[src/rtl/core/dst_pkg.sv]
`default_nettype none
// ----------------------------------------------------------------------------
// dst_pkg: shared types and constants of the source tokenizer
// Token kinds, the token record and the queue sizing.
// ----------------------------------------------------------------------------
package dst_pkg;

    localparam int unsigned CHAR_W      = 8;
    localparam int unsigned KIND_W      = 5;
    localparam int unsigned LINE_W      = 32;
    localparam int unsigned OFFS_W      = 32;
    localparam int unsigned LEN_W       = 8;
    localparam int unsigned VAL_W       = 31;
    localparam int unsigned QUEUE_DEPTH = 4;
    localparam int unsigned QPTR_W      = $clog2(QUEUE_DEPTH);
    localparam int unsigned QLVL_W      = $clog2(QUEUE_DEPTH + 1);
    localparam logic [LEN_W-1:0] MAX_IDENT_RESET = LEN_W'(20);

    typedef enum logic [KIND_W-1:0] {
        K_ID       = 5'd0,
        K_NUM      = 5'd1,
        K_RNUM     = 5'd2,
        K_PLUS     = 5'd3,
        K_MINUS    = 5'd4,
        K_MUL      = 5'd5,
        K_DIV      = 5'd6,
        K_LT       = 5'd7,
        K_LE       = 5'd8,
        K_GE       = 5'd9,
        K_GT       = 5'd10,
        K_EQ       = 5'd11,
        K_NE       = 5'd12,
        K_DEF      = 5'd13,
        K_ENDDEF   = 5'd14,
        K_DRDEF    = 5'd15,
        K_DRENDDEF = 5'd16,
        K_COLON    = 5'd17,
        K_RANGE    = 5'd18,
        K_SEMI     = 5'd19,
        K_COMMA    = 5'd20,
        K_ASSIGN   = 5'd21,
        K_SQBO     = 5'd22,
        K_SQBC     = 5'd23,
        K_BO       = 5'd24,
        K_BC       = 5'd25,
        K_END      = 5'd26,
        K_ERR      = 5'd27
    } t_kind;

    typedef struct packed {
        t_kind             kind;
        logic [LINE_W-1:0] line;
        logic [OFFS_W-1:0] start;
        logic [LEN_W-1:0]  length;
        logic [VAL_W-1:0]  token_value;
        logic              last;
    } t_token;

    // Tokens produced by one accepted byte, in order
    typedef struct packed {
        logic [1:0] count;
        t_token     tok0;
        t_token     tok1;
    } t_emit;

endpackage
`default_nettype wire

[src/rtl/core/dst_channels.sv]
`default_nettype none
// ----------------------------------------------------------------------------
// dst channels: valid/ready stream interfaces of the source tokenizer
// Byte channel into the block and token channel out of it.
// ----------------------------------------------------------------------------
interface dst_in_if;
    logic       valid;
    logic       ready;
    logic [7:0] char_code;
    logic       end_of_input;

    modport source (output valid, output char_code, output end_of_input, input ready);
    modport sink   (input valid, input char_code, input end_of_input, output ready);
endinterface

interface dst_out_if;
    logic        valid;
    logic        ready;
    logic [4:0]  token_kind;
    logic [31:0] line_number;
    logic [31:0] token_start;
    logic [7:0]  token_length;
    logic [30:0] token_value;
    logic        last;

    modport source (output valid, output token_kind, output line_number, output token_start,
                    output token_length, output token_value, output last, input ready);
    modport sink   (input valid, input token_kind, input line_number, input token_start,
                    input token_length, input token_value, input last, output ready);
endinterface
`default_nettype wire

[src/rtl/core/dst_lexer_core.sv]
`default_nettype none
// ----------------------------------------------------------------------------
// dst_lexer_core: lexer DFA with one byte of lookahead
// Holds the scan state and counters, and computes the up to two tokens that
// one byte produces.
// ----------------------------------------------------------------------------
module dst_lexer_core import dst_pkg::*; (
    input  logic              i_clk,
    input  logic              i_rst_n,
    input  logic              i_cfg_wr_en,
    input  logic [LEN_W-1:0]  i_cfg_wr_data,
    input  logic              i_step,
    input  logic [CHAR_W-1:0] i_char_code,
    input  logic              i_end_of_input,
    output t_emit             o_emit
);

    typedef enum logic [5:0] {
        S_START   = 6'd0,
        S_ID      = 6'd1,
        S_NUM     = 6'd2,
        S_NUMDOT  = 6'd3,
        S_FRAC    = 6'd4,
        S_EXP     = 6'd5,
        S_EXPSIGN = 6'd6,
        S_EXPDIG  = 6'd7,
        S_DOT     = 6'd8,
        S_STAR    = 6'd9,
        S_CMT     = 6'd10,
        S_CMTSTAR = 6'd11,
        S_EQ      = 6'd12,
        S_BANG    = 6'd13,
        S_LT      = 6'd14,
        S_LTLT    = 6'd15,
        S_GT      = 6'd16,
        S_GTGT    = 6'd17,
        S_COLON   = 6'd18
    } t_state;

    localparam logic [CHAR_W-1:0] CH_TAB   = 8'h09;
    localparam logic [CHAR_W-1:0] CH_LF    = 8'h0A;
    localparam logic [CHAR_W-1:0] CH_CR    = 8'h0D;
    localparam logic [CHAR_W-1:0] CH_SPACE = 8'h20;
    localparam logic [CHAR_W-1:0] CH_BANG  = 8'h21;
    localparam logic [CHAR_W-1:0] CH_LPAR  = 8'h28;
    localparam logic [CHAR_W-1:0] CH_RPAR  = 8'h29;
    localparam logic [CHAR_W-1:0] CH_STAR  = 8'h2A;
    localparam logic [CHAR_W-1:0] CH_PLUS  = 8'h2B;
    localparam logic [CHAR_W-1:0] CH_COMMA = 8'h2C;
    localparam logic [CHAR_W-1:0] CH_MINUS = 8'h2D;
    localparam logic [CHAR_W-1:0] CH_DOT   = 8'h2E;
    localparam logic [CHAR_W-1:0] CH_SLASH = 8'h2F;
    localparam logic [CHAR_W-1:0] CH_COLON = 8'h3A;
    localparam logic [CHAR_W-1:0] CH_SEMI  = 8'h3B;
    localparam logic [CHAR_W-1:0] CH_LT    = 8'h3C;
    localparam logic [CHAR_W-1:0] CH_EQ    = 8'h3D;
    localparam logic [CHAR_W-1:0] CH_GT    = 8'h3E;
    localparam logic [CHAR_W-1:0] CH_UE    = 8'h45;
    localparam logic [CHAR_W-1:0] CH_LSQ   = 8'h5B;
    localparam logic [CHAR_W-1:0] CH_RSQ   = 8'h5D;
    localparam logic [CHAR_W-1:0] CH_UNDER = 8'h5F;
    localparam logic [CHAR_W-1:0] CH_LE    = 8'h65;

    localparam logic [VAL_W-1:0] VAL_MAX = '1;
    localparam logic [LEN_W-1:0] LEN_MAX = '1;

    t_state             r_state, n_state;
    logic [LINE_W-1:0]  r_line, n_line;
    logic [OFFS_W-1:0]  r_offset, n_offset;
    logic [OFFS_W-1:0]  r_lex_start, n_lex_start;
    logic [LEN_W-1:0]   r_lex_len, n_lex_len;
    logic               r_over, n_over;
    logic [VAL_W-1:0]   r_acc, n_acc;
    logic [LEN_W-1:0]   r_max_len;

    logic [CHAR_W-1:0]  c;
    logic               is_alpha, is_digit;
    logic [3:0]         digit;
    logic [VAL_W+3:0]   acc_x10;
    logic [VAL_W-1:0]   acc_sat;
    logic [LEN_W-1:0]   grown_len;
    logic               grown_over;
    logic               id_err;
    logic [LINE_W-1:0]  line_inc;

    // start-state decode of the current byte
    logic               ss_begin, ss_single, ss_nl;
    t_state             ss_state;
    t_kind              ss_kind;

    logic               do_grow, do_scan, retract;
    t_kind              ret_kind;
    logic               a_valid, b_valid;
    t_kind              a_kind, b_kind;
    logic [LEN_W-1:0]   a_len, b_len;
    logic [OFFS_W-1:0]  b_start;
    t_token             tok_a, tok_b;

    assign c          = i_char_code;
    assign is_digit   = (c >= 8'h30) && (c <= 8'h39);
    assign is_alpha   = ((c >= 8'h61) && (c <= 8'h7A)) || ((c >= 8'h41) && (c <= 8'h5A));
    assign digit      = c[3:0];
    assign acc_x10    = ({4'b0, r_acc} << 3) + ({4'b0, r_acc} << 1) + {{VAL_W{1'b0}}, digit};
    assign acc_sat    = (acc_x10[VAL_W+3:VAL_W] != 4'b0) ? VAL_MAX : acc_x10[VAL_W-1:0];
    assign grown_len  = (r_lex_len == LEN_MAX) ? LEN_MAX : r_lex_len + 1'b1;
    assign grown_over = r_over || (r_lex_len == LEN_MAX);
    assign id_err     = r_over || (r_lex_len > r_max_len);
    assign line_inc   = (r_line == '1) ? r_line : r_line + 1'b1;

    always_comb begin
        ss_begin  = 1'b0;
        ss_single = 1'b0;
        ss_nl     = 1'b0;
        ss_state  = S_START;
        ss_kind   = K_ERR;
        if (is_alpha) begin
            ss_begin = 1'b1;
            ss_state = S_ID;
        end else if (is_digit) begin
            ss_begin = 1'b1;
            ss_state = S_NUM;
        end else begin
            case (c)
                CH_DOT:   begin ss_begin = 1'b1; ss_state = S_DOT;   end
                CH_STAR:  begin ss_begin = 1'b1; ss_state = S_STAR;  end
                CH_EQ:    begin ss_begin = 1'b1; ss_state = S_EQ;    end
                CH_BANG:  begin ss_begin = 1'b1; ss_state = S_BANG;  end
                CH_LT:    begin ss_begin = 1'b1; ss_state = S_LT;    end
                CH_GT:    begin ss_begin = 1'b1; ss_state = S_GT;    end
                CH_COLON: begin ss_begin = 1'b1; ss_state = S_COLON; end
                CH_SEMI:  begin ss_single = 1'b1; ss_kind = K_SEMI;  end
                CH_COMMA: begin ss_single = 1'b1; ss_kind = K_COMMA; end
                CH_LSQ:   begin ss_single = 1'b1; ss_kind = K_SQBO;  end
                CH_RSQ:   begin ss_single = 1'b1; ss_kind = K_SQBC;  end
                CH_LPAR:  begin ss_single = 1'b1; ss_kind = K_BO;    end
                CH_RPAR:  begin ss_single = 1'b1; ss_kind = K_BC;    end
                CH_PLUS:  begin ss_single = 1'b1; ss_kind = K_PLUS;  end
                CH_MINUS: begin ss_single = 1'b1; ss_kind = K_MINUS; end
                CH_SLASH: begin ss_single = 1'b1; ss_kind = K_DIV;   end
                CH_SPACE, CH_CR, CH_TAB: begin
                end
                CH_LF:    ss_nl = 1'b1;
                default:  begin ss_single = 1'b1; ss_kind = K_ERR;   end
            endcase
        end
    end

    always_comb begin
        n_state     = r_state;
        n_line      = r_line;
        n_offset    = r_offset;
        n_lex_start = r_lex_start;
        n_lex_len   = r_lex_len;
        n_over      = r_over;
        n_acc       = r_acc;
        do_grow     = 1'b0;
        do_scan     = 1'b0;
        retract     = 1'b0;
        ret_kind    = K_ERR;
        a_valid     = 1'b0;
        a_kind      = K_ERR;
        a_len       = r_lex_len;
        b_valid     = 1'b0;
        b_kind      = K_ERR;
        b_len       = '0;
        b_start     = r_offset;

        if (i_end_of_input) begin
            // flush the pending lexeme, then END; the offset holds
            a_valid = 1'b1;
            case (r_state)
                S_ID:                      a_kind = id_err ? K_ERR : K_ID;
                S_NUM:                     a_kind = K_NUM;
                S_FRAC, S_EXPDIG:          a_kind = K_RNUM;
                S_NUMDOT, S_EXP, S_EXPSIGN,
                S_DOT, S_EQ, S_BANG:       a_kind = K_ERR;
                S_STAR:                    a_kind = K_MUL;
                S_LT:                      a_kind = K_LT;
                S_LTLT:                    a_kind = K_DEF;
                S_GT:                      a_kind = K_GT;
                S_GTGT:                    a_kind = K_ENDDEF;
                S_COLON:                   a_kind = K_COLON;
                default:                   a_valid = 1'b0;
            endcase
            n_state = S_START;
            b_valid = 1'b1;
            b_kind  = K_END;
        end else begin
            n_offset = r_offset + 1'b1;
            case (r_state)
                S_ID: begin
                    if (is_alpha || is_digit || c == CH_UNDER) begin
                        do_grow = 1'b1;
                    end else begin
                        retract  = 1'b1;
                        ret_kind = id_err ? K_ERR : K_ID;
                    end
                end
                S_NUM: begin
                    if (is_digit) begin
                        do_grow = 1'b1;
                        n_acc   = acc_sat;
                    end else if (c == CH_DOT) begin
                        do_grow = 1'b1;
                        n_state = S_NUMDOT;
                    end else begin
                        retract  = 1'b1;
                        ret_kind = K_NUM;
                    end
                end
                S_NUMDOT: begin
                    if (is_digit) begin
                        do_grow = 1'b1;
                        n_state = S_FRAC;
                    end else if (c == CH_DOT) begin
                        // digits then range operator: split into NUM and RANGE
                        a_valid = 1'b1;
                        a_kind  = K_NUM;
                        a_len   = r_over ? LEN_MAX : r_lex_len - 1'b1;
                        b_valid = 1'b1;
                        b_kind  = K_RANGE;
                        b_start = r_offset - 1'b1;
                        b_len   = LEN_W'(2);
                        n_state = S_START;
                    end else begin
                        retract = 1'b1;
                    end
                end
                S_FRAC: begin
                    if (is_digit) begin
                        do_grow = 1'b1;
                    end else if (c == CH_LE || c == CH_UE) begin
                        do_grow = 1'b1;
                        n_state = S_EXP;
                    end else begin
                        retract  = 1'b1;
                        ret_kind = K_RNUM;
                    end
                end
                S_EXP: begin
                    if (is_digit) begin
                        do_grow = 1'b1;
                        n_state = S_EXPDIG;
                    end else if (c == CH_PLUS || c == CH_MINUS) begin
                        do_grow = 1'b1;
                        n_state = S_EXPSIGN;
                    end else begin
                        retract = 1'b1;
                    end
                end
                S_EXPSIGN: begin
                    if (is_digit) begin
                        do_grow = 1'b1;
                        n_state = S_EXPDIG;
                    end else begin
                        retract = 1'b1;
                    end
                end
                S_EXPDIG: begin
                    if (is_digit) begin
                        do_grow = 1'b1;
                    end else begin
                        retract  = 1'b1;
                        ret_kind = K_RNUM;
                    end
                end
                S_DOT: begin
                    if (c == CH_DOT) begin
                        do_grow = 1'b1;
                        a_valid = 1'b1;
                        a_kind  = K_RANGE;
                        a_len   = grown_len;
                        n_state = S_START;
                    end else begin
                        retract = 1'b1;
                    end
                end
                S_STAR: begin
                    if (c == CH_STAR) begin
                        n_state = S_CMT;
                    end else begin
                        retract  = 1'b1;
                        ret_kind = K_MUL;
                    end
                end
                S_CMT: begin
                    if (c == CH_STAR) begin
                        n_state = S_CMTSTAR;
                    end else if (c == CH_LF) begin
                        n_line = line_inc;
                    end
                end
                S_CMTSTAR: begin
                    if (c == CH_STAR) begin
                        n_state = S_START;
                    end else begin
                        if (c == CH_LF) begin
                            n_line = line_inc;
                        end
                        n_state = S_CMT;
                    end
                end
                S_EQ, S_BANG: begin
                    if (c == CH_EQ) begin
                        do_grow = 1'b1;
                        a_valid = 1'b1;
                        a_kind  = (r_state == S_EQ) ? K_EQ : K_NE;
                        a_len   = grown_len;
                        n_state = S_START;
                    end else begin
                        retract = 1'b1;
                    end
                end
                S_LT, S_GT: begin
                    if (c == ((r_state == S_LT) ? CH_LT : CH_GT)) begin
                        do_grow = 1'b1;
                        n_state = (r_state == S_LT) ? S_LTLT : S_GTGT;
                    end else if (c == CH_EQ) begin
                        do_grow = 1'b1;
                        a_valid = 1'b1;
                        a_kind  = (r_state == S_LT) ? K_LE : K_GE;
                        a_len   = grown_len;
                        n_state = S_START;
                    end else begin
                        retract  = 1'b1;
                        ret_kind = (r_state == S_LT) ? K_LT : K_GT;
                    end
                end
                S_LTLT, S_GTGT: begin
                    if (c == ((r_state == S_LTLT) ? CH_LT : CH_GT)) begin
                        do_grow = 1'b1;
                        a_valid = 1'b1;
                        a_kind  = (r_state == S_LTLT) ? K_DRDEF : K_DRENDDEF;
                        a_len   = grown_len;
                        n_state = S_START;
                    end else begin
                        retract  = 1'b1;
                        ret_kind = (r_state == S_LTLT) ? K_DEF : K_ENDDEF;
                    end
                end
                S_COLON: begin
                    if (c == CH_EQ) begin
                        do_grow = 1'b1;
                        a_valid = 1'b1;
                        a_kind  = K_ASSIGN;
                        a_len   = grown_len;
                        n_state = S_START;
                    end else begin
                        retract  = 1'b1;
                        ret_kind = K_COLON;
                    end
                end
                default: do_scan = 1'b1;
            endcase

            if (do_grow) begin
                n_lex_len = grown_len;
                n_over    = grown_over;
            end

            // emit the pending lexeme, then rescan the retracted byte
            if (retract) begin
                a_valid = 1'b1;
                a_kind  = ret_kind;
                do_scan = 1'b1;
            end

            if (do_scan) begin
                n_state = ss_state;
                if (ss_begin) begin
                    n_lex_start = r_offset;
                    n_lex_len   = LEN_W'(1);
                    n_over      = 1'b0;
                    n_acc       = is_digit ? VAL_W'(digit) : '0;
                end
                if (ss_single) begin
                    b_valid = 1'b1;
                    b_kind  = ss_kind;
                    b_len   = LEN_W'(1);
                end
                if (ss_nl) begin
                    n_line = line_inc;
                end
            end
        end
    end

    always_comb begin
        tok_a.kind        = a_kind;
        tok_a.line        = r_line;
        tok_a.start       = r_lex_start;
        tok_a.length      = a_len;
        tok_a.token_value = (a_kind == K_NUM) ? r_acc : '0;
        tok_a.last        = !b_valid;
        tok_b.kind        = b_kind;
        tok_b.line        = r_line;
        tok_b.start       = b_start;
        tok_b.length      = b_len;
        tok_b.token_value = '0;
        tok_b.last        = 1'b1;
        o_emit.count      = i_step ? ({1'b0, a_valid} + {1'b0, b_valid}) : 2'd0;
        o_emit.tok0       = a_valid ? tok_a : tok_b;
        o_emit.tok1       = tok_b;
    end

    always_ff @(posedge i_clk) begin
        if (!i_rst_n) begin
            r_state     <= S_START;
            r_line      <= LINE_W'(1);
            r_offset    <= '0;
            r_lex_start <= '0;
            r_lex_len   <= '0;
            r_over      <= 1'b0;
            r_acc       <= '0;
            r_max_len   <= MAX_IDENT_RESET;
        end else begin
            if (i_cfg_wr_en) begin
                r_max_len <= i_cfg_wr_data;
            end
            if (i_step) begin
                r_state     <= n_state;
                r_line      <= n_line;
                r_offset    <= n_offset;
                r_lex_start <= n_lex_start;
                r_lex_len   <= n_lex_len;
                r_over      <= n_over;
                r_acc       <= n_acc;
            end
        end
    end

endmodule
`default_nettype wire

[src/rtl/core/dst_token_fifo.sv]
`default_nettype none
// ----------------------------------------------------------------------------
// dst_token_fifo: token result queue
// Takes up to two tokens a cycle from the lexer and hands out one word a cycle while popped.
// ----------------------------------------------------------------------------
module dst_token_fifo import dst_pkg::*; (
    input  logic              i_clk,
    input  logic              i_rst_n,
    input  t_emit             i_emit,
    input  logic              i_pop,
    output t_token            o_head,
    output logic              o_valid,
    output logic              o_room,
    output logic [QLVL_W-1:0] o_level
);

    t_token              r_mem [QUEUE_DEPTH];
    logic [QPTR_W-1:0]   r_wp, r_rp;
    logic [QLVL_W-1:0]   r_level;
    logic [QPTR_W-1:0]   wp_next;
    logic                pop;

    assign wp_next = r_wp + 1'b1;
    assign pop     = i_pop && (r_level != '0);
    assign o_head  = r_mem[r_rp];
    assign o_valid = (r_level != '0);
    // room for a full two-token word pair
    assign o_room  = (r_level <= QLVL_W'(QUEUE_DEPTH - 2));
    assign o_level = r_level;

    always_ff @(posedge i_clk) begin
        if (i_emit.count != 2'd0) begin
            r_mem[r_wp] <= i_emit.tok0;
        end
        if (i_emit.count == 2'd2) begin
            r_mem[wp_next] <= i_emit.tok1;
        end
    end

    always_ff @(posedge i_clk) begin
        if (!i_rst_n) begin
            r_wp    <= '0;
            r_rp    <= '0;
            r_level <= '0;
        end else begin
            r_wp    <= r_wp + QPTR_W'(i_emit.count);
            if (pop) begin
                r_rp <= r_rp + 1'b1;
            end
            r_level <= r_level + QLVL_W'(i_emit.count) - QLVL_W'(pop);
        end
    end

endmodule
`default_nettype wire

[src/rtl/core/dst_source_tokenizer.sv]
`default_nettype none
// A token is written into the token queue as the byte that ends it is accepted; it is offered from the queue head.
// Throughput: one source byte per cycle while ready is high; a byte that yields two
// tokens is absorbed by the four-word token queue (ready drops below two free).
// Reset: synchronous, active low; DFA at start, line 1, offset 0, queue empty,
// identifier limit 20. No clearing pass.
// ----------------------------------------------------------------------------
// dfa_source_tokenizer: streaming lexical analyzer
// Lexer DFA with one byte of lookahead feeding a small token queue.
// ----------------------------------------------------------------------------
module dfa_source_tokenizer import dst_pkg::*; (
    input  logic             i_clk,
    input  logic             i_rst_n,
    input  logic             i_cfg_wr_en,
    input  logic [LEN_W-1:0] i_cfg_wr_data,
    dst_in_if.sink           i_in_chan,
    dst_out_if.source        o_tok_chan
);

    t_emit              w_emit;
    t_token             w_head;
    logic               w_step;
    logic               w_room;
    logic               w_valid;
    logic               w_pop;
    logic [QLVL_W-1:0]  w_level;

    assign i_in_chan.ready = w_room;
    assign w_step          = i_in_chan.valid && w_room;
    assign w_pop           = o_tok_chan.ready;

    dst_lexer_core u_core (
        .i_clk          (i_clk),
        .i_rst_n        (i_rst_n),
        .i_cfg_wr_en    (i_cfg_wr_en),
        .i_cfg_wr_data  (i_cfg_wr_data),
        .i_step         (w_step),
        .i_char_code    (i_in_chan.char_code),
        .i_end_of_input (i_in_chan.end_of_input),
        .o_emit         (w_emit)
    );

    dst_token_fifo u_queue (
        .i_clk   (i_clk),
        .i_rst_n (i_rst_n),
        .i_emit  (w_emit),
        .i_pop   (w_pop),
        .o_head  (w_head),
        .o_valid (w_valid),
        .o_room  (w_room),
        .o_level (w_level)
    );

    assign o_tok_chan.valid        = w_valid;
    assign o_tok_chan.token_kind   = w_head.kind;
    assign o_tok_chan.line_number  = w_head.line;
    assign o_tok_chan.token_start  = w_head.start;
    assign o_tok_chan.token_length = w_head.length;
    assign o_tok_chan.token_value  = w_head.token_value;
    assign o_tok_chan.last         = w_head.last;

`ifndef ASSERT_OFF
    a_queue_bound: assert property (@(posedge i_clk) disable iff (!i_rst_n)
        w_level <= QLVL_W'(QUEUE_DEPTH))
        else $error("token queue overrun");

    a_end_emits: assert property (@(posedge i_clk) disable iff (!i_rst_n)
        (w_step && i_in_chan.end_of_input) |-> (w_emit.count != 2'd0))
        else $error("end of input gave no token");

    a_last_order: assert property (@(posedge i_clk) disable iff (!i_rst_n)
        (w_emit.count == 2'd2) |-> (w_emit.tok1.last && !w_emit.tok0.last))
        else $error("last flag on wrong token of a pair");

    a_line_nonzero: assert property (@(posedge i_clk) disable iff (!i_rst_n)
        w_valid |-> (o_tok_chan.line_number != '0))
        else $error("token with line number zero");
`endif

endmodule
`default_nettype wire

[src/flat_wrapper.sv]
// flat-port wrapper written by rule: the top's interface ports become plain ports
module dfa_source_tokenizer_flat import dst_pkg::*;
  (i_clk, i_rst_n, i_cfg_wr_en, i_cfg_wr_data, i_in_chan_valid, i_in_chan_char_code, i_in_chan_end_of_input, i_in_chan_ready, o_tok_chan_valid, o_tok_chan_token_kind, o_tok_chan_line_number, o_tok_chan_token_start, o_tok_chan_token_length, o_tok_chan_token_value, o_tok_chan_last, o_tok_chan_ready);
  dst_in_if i_in_chan_i ();
  dst_out_if o_tok_chan_i ();
  input  logic i_clk;
  input  logic i_rst_n;
  input  logic i_cfg_wr_en;
  input  logic [LEN_W-1:0] i_cfg_wr_data;
  input wire logic [$bits(i_in_chan_i.valid)-1:0] i_in_chan_valid;
  input wire logic [$bits(i_in_chan_i.char_code)-1:0] i_in_chan_char_code;
  input wire logic [$bits(i_in_chan_i.end_of_input)-1:0] i_in_chan_end_of_input;
  output wire logic [$bits(i_in_chan_i.ready)-1:0] i_in_chan_ready;
  output wire logic [$bits(o_tok_chan_i.valid)-1:0] o_tok_chan_valid;
  output wire logic [$bits(o_tok_chan_i.token_kind)-1:0] o_tok_chan_token_kind;
  output wire logic [$bits(o_tok_chan_i.line_number)-1:0] o_tok_chan_line_number;
  output wire logic [$bits(o_tok_chan_i.token_start)-1:0] o_tok_chan_token_start;
  output wire logic [$bits(o_tok_chan_i.token_length)-1:0] o_tok_chan_token_length;
  output wire logic [$bits(o_tok_chan_i.token_value)-1:0] o_tok_chan_token_value;
  output wire logic [$bits(o_tok_chan_i.last)-1:0] o_tok_chan_last;
  input wire logic [$bits(o_tok_chan_i.ready)-1:0] o_tok_chan_ready;
  assign i_in_chan_i.valid = i_in_chan_valid;
  assign i_in_chan_i.char_code = i_in_chan_char_code;
  assign i_in_chan_i.end_of_input = i_in_chan_end_of_input;
  assign i_in_chan_ready = i_in_chan_i.ready;
  assign o_tok_chan_valid = o_tok_chan_i.valid;
  assign o_tok_chan_token_kind = o_tok_chan_i.token_kind;
  assign o_tok_chan_line_number = o_tok_chan_i.line_number;
  assign o_tok_chan_token_start = o_tok_chan_i.token_start;
  assign o_tok_chan_token_length = o_tok_chan_i.token_length;
  assign o_tok_chan_token_value = o_tok_chan_i.token_value;
  assign o_tok_chan_last = o_tok_chan_i.last;
  assign o_tok_chan_i.ready = o_tok_chan_ready;
  dfa_source_tokenizer u_core (.i_clk(i_clk), .i_rst_n(i_rst_n), .i_cfg_wr_en(i_cfg_wr_en), .i_cfg_wr_data(i_cfg_wr_data), .i_in_chan(i_in_chan_i), .o_tok_chan(o_tok_chan_i));
endmodule
[config.mk]
export PLATFORM = sky130hd
export DESIGN_NAME = dfa_source_tokenizer_flat
export DESIGN_NICKNAME = d
export VERILOG_FILES = /design/src/rtl/core/dst_pkg.sv /design/src/rtl/core/dst_channels.sv /design/src/rtl/core/dst_lexer_core.sv /design/src/rtl/core/dst_token_fifo.sv /design/src/rtl/core/dst_source_tokenizer.sv /design/src/flat_wrapper.sv
export SDC_FILE = /design/constraint.sdc
export NUM_CORES = 1
export LEC_CHECK = 0
export BUFFER_PORTS_ARGS = -buffer_cell sky130_fd_sc_hd__buf_2
export CORE_ASPECT_RATIO = 1.4
export CORE_MARGIN = 2
export CORE_UTILIZATION = 49
export CTS_CLUSTER_SIZE = 30
export DETAILED_ROUTE_END_ITERATION = 8
export PLACE_DENSITY = 0.69
export SLEW_MARGIN = 0
export SYNTH_ARGS = -nofsm -noshare
export SYNTH_HDL_FRONTEND = slang
export SYNTH_SLANG_ARGS = --single-unit
[constraint.sdc]
create_clock -name i_clk -period 9.8 [get_ports i_clk]
set_input_delay 1.96 -clock i_clk [delete_from_list [all_inputs] [get_ports i_clk]]
set_output_delay 1.96 -clock i_clk [all_outputs]
set_load 0.03 [all_outputs]
==> summary.md <==
| Metric | Value |
|---|---|
| CP Max Fanout | `45` |
| Synthesized flop and latch total | `595` |
| N_diodes | `0` |
| Post-synthesis cell type count | `87` |
| Critical Path Start Type | `primary input` |
| Yosys warnings | `0` |
| PwrDens | `193 nW/um2` |
| Worst EP required | `10.20 ns` |
| Vias post-DR | `26200` |
| Hold Vio Cnt, Final | `0` |
| Worst-Margin Slew | `1.20 ns` |
| Most used cell, CP | `and2_1` |
| Run status | `finished clean` |
| Ranking of synthesized cells by area | `edfxtp_1, dfxtp_1, mux4_2, nand2_1, ha_1` |
| Fin Hold WS | `0.452 ns` |
| Detail Placement HPWL | `62900 um` |
| Gpl congestion | `0.958` |
| Synth top area share | `26.3%` |
| Slew margin rel. | `19.7%` |
| Critical path class | `primary input to flip-flop` |
| Largest area contributor in the netlist | `edfxtp_1` |
| Die area | `68200 um2` |
| Filler Cell Count | `5734` |
| Worst EP arrival | `7.76 ns` |
| Hold Path Class | `flip-flop to flip-flop` |
| Worst-path cell chain | `buf_2, or4b_1, or3_1, a2111oi_4, nand2_1, nor2_1, o31ai_1, ha_1, nand3_1, and2_1, nor2_2, nor2_4, clkinv_2, buf_4, and2_1` |
| Synthesized area per cell | `10.1 um2` |
| Initial antenna violation count | `3` |
| DR iter-0 viols | `2253` |
| Clock transition at path regs | `0.07 ns` |
| Hold Path End | `u_core.u_queue.r_mem[3][30]` |
| Final WL | `96400 um` |
| Worst r2r path cells | `13` |
| First-pass iteration count of the detailed router | `8` |
| Reg-to-Reg Start | `u_core.u_core.r_state[2]` |
| DIE WIDTH | `221 um` |
| Setup violations, final | `0` |
| Post-synth ARST share | `0%` |
| CTS max path bufs | `3` |
| Post-CTS setup buffers | `0` |
| Cts repair resizes | `0` |
| Max Freq | `0.136 GHz` |
| Post-synth top cells | `nand2_1, dfxtp_1, edfxtp_1, nor2_1, clkbuf_1` |
| Mapped Cells | `3211` |
| H-Tree Depth | `2` |
| Tot GR Track Use | `27.6%` |
| Global-route wire length before repair | `149000 um` |
| Crit-path leading delay family | `simple AND/OR/NAND/NOR gates` |
| CP max-delay cell | `or4b_1` |
| Static leakage | `12.1 nW` |
| Count leader, synth | `nand2_1` |
| Inserted Clock Buffers | `56` |
| CTS Root Cell | `clkbuf_16` |
| # IOs | `133` |
| Vias in the first global route | `26100` |
| Die height | `308 um` |
| Worst reg2reg endpoint | `u_core.u_queue.r_mem[0][41]` |
| FF-to-FF setup slack | `3.40 ns` |
| Slowest stage delay, CP | `0.80 ns` |
| Dpl ws | `1.87 ns` |
| Crit share post-route | `75.1%` |
| Per-cell routed wire length | `23.6 um` |
| Commonest register cell after synthesis | `dfxtp_1` |
| Sequential share of the synthesized area | `45.6%` |
| Layout area overhead | `9.74%` |
| Core Region | `65400 um2` |
| Hold path depth | `2` |
| Final worst slack | `2.44 ns` |
| Num rows | `111` |
| Post-synth EDFFs | `284` |
| Largest net degree at the start of global routing | `101` |
| Sinks on Clock Net | `595` |
| Cts hold-fix bufs | `0` |
| Port bufs | `132` |
| Starting Density | `49.5%` |
| Max Cap Viol | `0` |
| Nets | `3293` |
| CP Buf/Inv Count | `3` |
| Final Critical Period | `7.36 ns` |
| Hold Path Origin | `u_core.u_queue.r_mem[3][30]` |
| Critical Path Sink Type | `flip-flop` |
| Synthesized area | `32400 um2` |
| Clock skew | `0.0513 ns` |
| Routed Antenna Nets | `0` |
| Share of cells above drive strength 1 | `15.7%` |
| Slew Viols, Final | `0` |
| Max rail drop VDD | `0.000148 V` |
| Vias per cell | `6.41` |
| Mapped Nets | `3316` |
| Clock latency on the worst-skew pair | `0.65 ns` |
| RSZ-0062 raised after global routing | `no` |
| CTS tree | `yes` |
| GRT overflow | `0` |
| Number of remaining DRC errors | `0` |
| Setup TNS | `0 ns` |
[registers in the layout, indices dropped and copies added (netlist names), named ones only]
register / count
u_core.u_queue.r_mem: 436
u_core.u_core.r_lex_start: 32
u_core.u_core.r_line: 32
u_core.u_core.r_offset: 32
u_core.u_core.r_acc: 31
u_core.u_core.r_lex_len: 8
u_core.u_core.r_max_len: 8
u_core.u_core.r_state: 6
u_core.u_queue.o_level: 3
u_core.u_queue.r_rp: 2
u_core.u_queue.r_wp: 2
u_core.u_core.r_over: 1
[cells in the final DEF, fill, tap and decap left out, drive strengths merged, types with 10 or more instances in the layout]
master	count
a211oi	16
a21o	17
a21oi	164
a22o	99
a31oi	12
and2	132
and3	25
buf	179
clkbuf	66
clkinv	29
dfxtp	311
edfxtp	284
ha	80
inv	50
mux2i	40
mux4	109
nand2	368
nand2b	21
nand3	188
nand3b	11
nand4	21
nor2	204
nor2b	12
nor3	64
nor4	36
o2111ai	10
o211ai	23
o21ai	166
o22ai	21
o2bb2ai	10
o31ai	141
o41ai	21
or2	12
or3	43
xnor2	69
xor2	41
[worst max-delay path by stage]
stage                            from                      endpoint  slack, ns  cells past startpoint
6_report       i_in_chan_char_code[4]   u_core.u_queue.r_mem[2][95]       2.44                     15
5_1_grt        i_in_chan_char_code[4]   u_core.u_queue.r_mem[2][95]       2.09                     15
4_1_cts        i_in_chan_char_code[4]   u_core.u_queue.r_mem[2][97]       2.55                     15
3_5_place_dp   i_in_chan_char_code[4]   u_core.u_queue.r_mem[2][97]       1.87                     15
3_3_place_gp   i_in_chan_char_code[4]   u_core.u_queue.r_mem[2][95]       2.03                     15
2_1_floorplan  i_in_chan_char_code[4]  u_core.u_queue.r_mem[0][100]       0.93                     22
[metrics by stage]
stage	utilization, %	cells	total power (W)	cell area [um2]
global placement	51.2	3977	0.00450	33500
finish	54.3	4083	0.00685	35500
floorplan	-	3211	0.00402	32400
CTS	54.3	4083	0.00690	35500
detailed placement	51.2	3977	0.00453	33500
global route	54.3	4083	0.00708	35500
[area by class of cell]
class,instances,area (um2),area share [%]
multi-input cells,2304,16400,46.3
flip-flops and latches,595,14800,41.5
clock buffers,66,1520,4.28
well taps,847,1060,2.98
repair buffers,179,1040,2.92
clock inverters,40,519,1.46
inverters,52,204,0.574
[logic make-up (layout without fill, tap and decap cells)]
group                      Yosys count  count (layout)  synth area share (%)
and+or+nand+nor                   1181            1181                  17.9
AOI/OAI and AO/OA                  779             779                  17.3
DFF                                595             595                  45.6
buffers and inverters              312             337                  4.06
muxes                              151             151                  8.90
xor gates and xnor gates           110             110                  2.97
adders and majority gates           83              83                  3.28
[worst reg2reg max path: stages (launching register included)]
cell and delay, ns:
dfxtp_1 0.58, nor4b_1 0.86, o21ai_0 0.45, a2111o_1 0.46, o211ai_1 0.38, o21ai_1 0.23
o211a_2 0.20, inv_4 0.32, ha_1 0.24, nand3_1 0.29, and2_1 0.41, nand2b_1 0.50
o21ai_4 1.07, a22o_1 0.29
[power by group]
part           internal, W  total (W)  leakage (nW)  switching (W)
sequential         0.00279    0.00289          5.03      0.0000958
clock              0.00136    0.00238          1.00        0.00102
combinational     0.000489    0.00158          6.06        0.00109
total              0.00464    0.00685          12.1        0.00221
[per-layer routing]
| metal | wire, um | vias up | GRT usage [%] |
|---|---|---|---|
| li1 | - | 12000 | - |
| met1 | 37100 | 12900 | 33.0 |
| met2 | 49500 | 1065 | 50.0 |
| met3 | 5770 | 240 | 3.10 |
| met4 | 4000 | 2 | 12.0 |
| met5 | 7 | - | 0 |
Note: power is estimated with default switching activity, not from simulation.
